### config.mk
export PLATFORM = sky130hd
export DESIGN_NAME = mwt_regs_flat
export DESIGN_NICKNAME = d
export VERILOG_FILES = /design/src/sv/mwt_pkg.sv /design/src/sv/mwt_if.sv /design/src/sv/mwt_regs.sv /design/src/flat_wrapper.sv
export SDC_FILE = /design/constraint.sdc
export NUM_CORES = 1
export LEC_CHECK = 0
export ABC_CLOCK_PERIOD_IN_PS = 2950
export BUFFER_PORTS_ARGS = -buffer_cell sky130_fd_sc_hd__buf_2
export CELL_PAD_IN_SITES_DETAIL_PLACEMENT = 1
export CELL_PAD_IN_SITES_GLOBAL_PLACEMENT = 2
export CORE_MARGIN = 10
export CORE_UTILIZATION = 38
export CTS_BUF_LIST = sky130_fd_sc_hd__clkbuf_4 sky130_fd_sc_hd__clkbuf_8
export DETAILED_ROUTE_END_ITERATION = 16
export PLACE_DENSITY_LB_ADDON = 0.08
export SETUP_SLACK_MARGIN = 0.3
export SYNTH_ARGS = -nofsm -noshare
export SYNTH_HDL_FRONTEND = slang
export SYNTH_SLANG_ARGS = --single-unit
### constraint.sdc
create_clock -name clk -period 2.95 [get_ports clk]
set_clock_uncertainty 0.05 [all_clocks]
set_input_delay 0.4425 -clock clk [delete_from_list [all_inputs] [get_ports clk]]
set_output_delay 0.4425 -clock clk [all_outputs]
set_load 0.005 [all_outputs]
### src/sv/mwt_pkg.sv
// Shared constants, register codes, configuration struct and sequencer states
// for the median window threshold core. No dependencies.
`default_nettype none

package mwt_pkg;

	localparam int MAX_WIDTH   = 1024;
	localparam int WIN_R       = 2;
	localparam int WIN_SIDE    = 2 * WIN_R + 1;
	localparam int STORE_DEPTH = 2 * WIN_R * (MAX_WIDTH + 1) + 8;
	localparam int ADDR_W      = $clog2(STORE_DEPTH);
	localparam int OFF_W       = ADDR_W + 2;
	localparam int COL_W       = $clog2(MAX_WIDTH);
	localparam int WID_W       = 11;
	localparam int ROW_W       = 16;
	localparam int PIX_W       = 8;
	localparam int SIDE_W      = $clog2(WIN_SIDE);
	localparam int CNT_W       = $clog2(WIN_SIDE * WIN_SIDE + 1);
	localparam int PEND_W      = $clog2(WIN_R * MAX_WIDTH + WIN_R + 2);
	localparam int REG_IDX_W   = 3;
	localparam int REG_DATA_W  = 16;
	localparam int RST_WIDTH   = 1024;
	localparam int RST_HEIGHT  = 1;

	typedef enum logic [REG_IDX_W-1:0] {
		REG_IMAGE_WIDTH   = 3'd0,
		REG_IMAGE_HEIGHT  = 3'd1,
		REG_REGION_TOP    = 3'd2,
		REG_REGION_BOTTOM = 3'd3,
		REG_REGION_LEFT   = 3'd4,
		REG_REGION_RIGHT  = 3'd5
	} reg_idx_t;

	// effective geometry: width and height already clamped
	typedef struct packed {
		logic [WID_W-1:0] width;
		logic [ROW_W-1:0] height;
		logic [ROW_W-1:0] top;
		logic [ROW_W-1:0] bottom;
		logic [WID_W-1:0] left;
		logic [WID_W-1:0] right;
	} cfg_t;

	typedef enum logic [2:0] {
		ST_IDLE,
		ST_CENTER,
		ST_SCAN,
		ST_TAIL,
		ST_DONE
	} state_t;

endpackage

`default_nettype wire

### src/sv/mwt_if.sv
// Handshake interfaces of the median window threshold core: pixel input,
// result output and register write channel. Depends on mwt_pkg.
`default_nettype none


interface mwt_cfg_if;
	import mwt_pkg::*;
	logic                  valid;
	logic                  ready;
	logic [REG_IDX_W-1:0]  addr;
	logic [REG_DATA_W-1:0] data;
	modport source (output valid, output addr, output data, input ready);
	modport sink (input valid, input addr, input data, output ready);
endinterface

`default_nettype wire

### src/sv/mwt_regs.sv
// Configuration registers with clamped geometry and a counter clear on write.
// Depends on mwt_pkg and mwt_if.
`default_nettype none

module mwt_regs (
	input  wire logic  clk,
	input  wire logic  arst_n,
	input  wire logic  idle,
	mwt_cfg_if.sink    cfg,
	output mwt_pkg::cfg_t eff,
	output logic       clear
);
	import mwt_pkg::*;

	logic [WID_W-1:0] width_q;
	logic [ROW_W-1:0] height_q;
	logic [ROW_W-1:0] top_q;
	logic [ROW_W-1:0] bottom_q;
	logic [WID_W-1:0] left_q;
	logic [WID_W-1:0] right_q;
	logic             wr;
	logic             known;

	assign cfg.ready = idle;
	assign wr        = cfg.valid & cfg.ready;

	always_comb begin
		case (cfg.addr)
			REG_IMAGE_WIDTH, REG_IMAGE_HEIGHT, REG_REGION_TOP,
			REG_REGION_BOTTOM, REG_REGION_LEFT, REG_REGION_RIGHT: known = 1'b1;
			default: known = 1'b0;
		endcase
	end

	// any write to a known register abandons the frame in progress
	assign clear = wr & known;

	always_ff @(posedge clk or negedge arst_n) begin
		if (!arst_n) begin
			width_q  <= WID_W'(RST_WIDTH);
			height_q <= ROW_W'(RST_HEIGHT);
			top_q    <= '0;
			bottom_q <= '0;
			left_q   <= '0;
			right_q  <= '0;
		end else if (wr) begin
			case (cfg.addr)
				REG_IMAGE_WIDTH:   width_q  <= cfg.data[WID_W-1:0];
				REG_IMAGE_HEIGHT:  height_q <= cfg.data[ROW_W-1:0];
				REG_REGION_TOP:    top_q    <= cfg.data[ROW_W-1:0];
				REG_REGION_BOTTOM: bottom_q <= cfg.data[ROW_W-1:0];
				REG_REGION_LEFT:   left_q   <= cfg.data[WID_W-1:0];
				REG_REGION_RIGHT:  right_q  <= cfg.data[WID_W-1:0];
				default: ;
			endcase
		end
	end

	always_comb begin
		eff = '0;
		if (width_q == '0) begin
			eff.width = WID_W'(1);
		end else if (width_q > WID_W'(MAX_WIDTH)) begin
			eff.width = WID_W'(MAX_WIDTH);
		end else begin
			eff.width = width_q;
		end
		eff.height = (height_q == '0) ? ROW_W'(1) : height_q;
		eff.top    = top_q;
		eff.bottom = bottom_q;
		eff.left   = left_q;
		eff.right  = right_q;
	end

endmodule

`default_nettype wire

### src/flat_wrapper.sv
// flat-port wrapper written by rule: the top's interface ports become plain ports
module mwt_regs_flat import mwt_pkg::*;
  (clk, arst_n, idle, eff, clear, cfg_valid, cfg_addr, cfg_data, cfg_ready);
  mwt_cfg_if cfg_i ();
  input  wire logic clk;
  input  wire logic arst_n;
  input  wire logic idle;
  output mwt_pkg::cfg_t eff;
  output logic clear;
  input wire logic [$bits(cfg_i.valid)-1:0] cfg_valid;
  input wire logic [$bits(cfg_i.addr)-1:0] cfg_addr;
  input wire logic [$bits(cfg_i.data)-1:0] cfg_data;
  output wire logic [$bits(cfg_i.ready)-1:0] cfg_ready;
  assign cfg_i.valid = cfg_valid;
  assign cfg_i.addr = cfg_addr;
  assign cfg_i.data = cfg_data;
  assign cfg_ready = cfg_i.ready;
  mwt_regs u_core (.clk(clk), .arst_n(arst_n), .idle(idle), .cfg(cfg_i), .eff(eff), .clear(clear));
endmodule
# == Word-level counts from Yosys, hierarchy flattened ==
# Index checks and enable logic that the tools add are counted.
# op_classes
add_sub_neg,0
n_reduce_logical,10
div_mod_pow,0
eq_ne,5
n_shift,0
magnitude_cmp,1
multipliers,0
n_mux,4
bitwise,2
# op_table
operator,n
11-bit 2-to-1 mux,2
16-bit zero test,1
16-bit 2-to-1 mux,1
2-bit AND reduction,6
11-bit > comparator (second input constant),1
11-bit zero test,1
3-bit by 2-bit equality test with 1-bit output (second input constant),2
3-bit equality test (second input constant),2
6-bit OR reduction,1
3-bit by 1-bit equality test with 1-bit output (second input constant),1
3-bit zero test,1
1-bit bitwise AND,2
1-bit 2-to-1 mux,1
# totals
ram_bits,0
n_memories,0
input_bits,23
elab_cells,28
latch_bits,0
out_inout_bits,83
register_bits,81
rom_bits,0

# == Longest topological paths before layout ==
# logic_depth
word_depth,4
ltp_mapped,5
ltp_nobuf,3

# == Worst setup path after synthesis ==
# No wires, ideal clock.
# synth_timing
path_kind,input-to-reg
from,input port cfg_addr[1]
to,register u_core.height_q[10]
slack_ps,1317
arrival_ps,1458
required_time_ps,2775
setup_ps,125
stages,4
n_path_buf,1
path_cell_list,nand2b_1 -> nor3_2 -> buf_6 -> mux2_2
# synth_via
elab_chain_len,2
# synth_rtl
item,line,rtl
from (decl),flat_wrapper.sv:11,input wire logic [$bits(cfg_i.addr)-1:0] cfg_addr;
3-bit by 1-bit equality test with 1-bit output,mwt_regs.sv:47,case (cfg.addr)
2-bit AND reduction (no source line),n/a,
to (signal assigned),mwt_regs.sv:41,height_q <= ROW_W'(RST_HEIGHT);
to (signal assigned),mwt_regs.sv:49,REG_IMAGE_HEIGHT: height_q <= cfg.data[ROW_W-1:0];
to (decl),mwt_regs.sv:16,logic [ROW_W-1:0] height_q;
# No other way between the ends.
# A chain may end at the register's enable or synchronous reset.

==> flow_summary.ini <==
[finish]
layout-area-overhead-vs-synth_pct = 23.8
nets = 335
diodes = 0
final_cell_mix = 104 x buf_2, 79 x dfrtp_1, 71 x mux2_2, 10 x mux2_4, 10 x clkbuf_8
mostFrequentLayoutCell = buf_2
final_core_util_pct = 47.7
drive_gt1_share_pct = 67.5
nFillCells = 912

[synth]
synthesis.area_sq_um = 3330
synth_ff_type = dfrtp_1
synth_cell_types = 25
synth_edf_count = 0
synth.avg_cell_area_sq_um = 15.3
ys_seq_area_share_pct = 61.0
async_flop_share_pct = 100
synth_nets = 240
ys_warn_count = 0
ys_ff_latch = 81
syn_inst = 217

[clocking]
postCtsSetupRepairBufs = 0
clkSinkCount = 81
tritoncts = done
cts_resized = 0
holdBufCountCts = 0
cts_buffer_depth = 2
clock-root-buffer = clkbuf_8
path_clk_slew_ps = 80
htree_levels = 3
cts_buffers = 9
clock_latency_ps = 340

[timing]
worst_slack_ps = 1040
worstMarginPinSlew_ps = 1030
setup_viol_count_final = 0
fin_crit_sh_pct = 64.9
fin_crit_ps = 1910
fin_tns_setup_ps = 0
slew_headroom_pct = 31.1
hold_viol = 0
maxSlewViolCount = 0
rsz0062_at_grt = false
max_freq_mhz = 523

[power]
max-vdd-ir-drop_mv = 0.281
power_leakage_nw = 2.05
power_per_cell_area_nw_per_um2 = 762

[global_routing]
grt_pass1_vias = 2398
grt-ovfl-total = 0
antenna_found_initial = 0
grt_start_max_net_pins = 82
grt_pass1_wl_um = 13600
grt_use_total_pct = 13.3

[worst_setup_path]
critPathKind = flip-flop to primary output
slowest_stage = dfrtp_1
path_max_fanout = 3
cp-start-kind = flip-flop
worst_setup_path_end_kind = primary output
cp_top_family = flip-flops
crit_chain = nor4_1 > a41o_1 > buf_2
reg2reg_slack_ps = 2000
r2r-start = u_core.width_q[10]
arrival_ps = 1420
path_buf_inv = 1
reg2reg_to = u_core.width_q[10]
r2r_cells = 1
cp.required_ps = 2460
cpPeakStageDelay_ps = 400

[placement]
post-place-ws_ps = 1020
gp_congestion = 0.702
port_buffers = 105
dp_hpwl_um = 6210

[floorplanning]
die_area_sq_um = 12900
start_util_pct = 38.6
design.portCount = 106
die_x_um = 114
rows = 34
die_y_um = 114
core_sq_um = 8640

[detailed_routing]
drc_errors = 0
first_pass_iters = 4
vias = 2043
drt_iter0_markers = 44
final_antenna_net_count = 0
avgRoutedWirePerCell_um = 19.9
wl_um = 8460
vias_per_cell = 4.81

[hold_path]
hp-class = input port to asynchronous set/reset pin

[run]
max_cap_viol_count = 0

[run_status]
status = finished, final reports clean
-- cells in the mapped netlist (2+ instances only) --
| library cell | number | area share, % |
|---|---|---|
| mux2_2 | 71 | 24 |
| buf_2 | 3 | 0.45 |
| clkbuf_1 | 17 | 1.9 |
| nor2b_1 | 9 | 1.7 |
| nor4_1 | 5 | 0.94 |
| dfrtp_1 | 79 | 59 |
| mux2_4 | 10 | 4.5 |
| dfstp_2 | 2 | 1.6 |
| buf_6 | 4 | 1.4 |
| nor2_1 | 2 | 0.23 |
-- power by group --
group | leakage [nW] | internal (mW) | switching, mW | total [mW]
Clock | 0.116 | 0.503 | 0.404 | 0.907
Sequential | 0.990 | 1.37 | 0.166 | 1.54
Combinational | 0.940 | 0.414 | 0.279 | 0.693
Total | 2.05 | 2.29 | 0.848 | 3.14
-- through the flow --
stage,hold WS (ps),instance area (sq um),std cells,power (mW)
after floorplan,96.9,3330,217,1.88
after global placement,434,3890,409,2.27
after detailed placement,440,3890,409,2.29
after global routing,287,4120,425,3.36
final,231,4120,425,3.14
after CTS,258,4120,425,3.21
-- how the worst max path moves through the flow --
stage                          endpoint  depth (start not counted)  slack (ps)           startpoint
finish                          eff[54]                          3        1040  u_core.height_q[10]
global route                    eff[70]                          4         900    u_core.width_q[1]
CTS                             eff[70]                          4        1030    u_core.width_q[1]
detailed placement  u_core.bottom_q[11]                          5        1020                 idle
global placement    u_core.bottom_q[11]                          5        1110                 idle
floorplan           u_core.height_q[10]                          4        1320          cfg_addr[1]
-- layout make-up --
type / instances / area [sq um] / share of cell area, %
clock buffers: 10 / 138 / 3.34
clock inverters: 6 / 91.3 / 2.22
inverters: 1 / 3.75 / 0.0911
multi-input cells: 110 / 1160 / 28.3
flip-flops and latches: 81 / 2030 / 49.3
well taps: 108 / 135 / 3.28
repair buffers: 109 / 558 / 13.5
-- per-layer routing --
| layer | global-route usage [%] | routed length [um] |
|---|---|---|
| met5 | 0 | 0 |
| met1 | 16.0 | 3600 |
| met2 | 21.2 | 4080 |
| met4 | 4.57 | 87 |
| met3 | 5.51 | 696 |
-- flip-flops by register name (all words and copies together) (netlist names) --
| name | count |
|---|---|
| u_core.bottom_q | 16 |
| u_core.height_q | 16 |
| u_core.top_q | 16 |
| u_core.left_q | 11 |
| u_core.right_q | 11 |
| u_core.width_q | 11 |
-- kinds of logic (layout without fill, tap and decap cells) --
| logic type | Yosys count | in the layout | share of synthesized area (%) |
|---|---|---|---|
| multiplexers | 81 | 81 | 28.5 |
| flip-flops | 81 | 81 | 61.0 |
| AND/OR/NAND/NOR | 26 | 26 | 5.86 |
| buffers and inverters | 26 | 126 | 4.06 |
| AO/OA/AOI/OAI | 3 | 3 | 0.601 |
(Power assumes the default switching activity.)
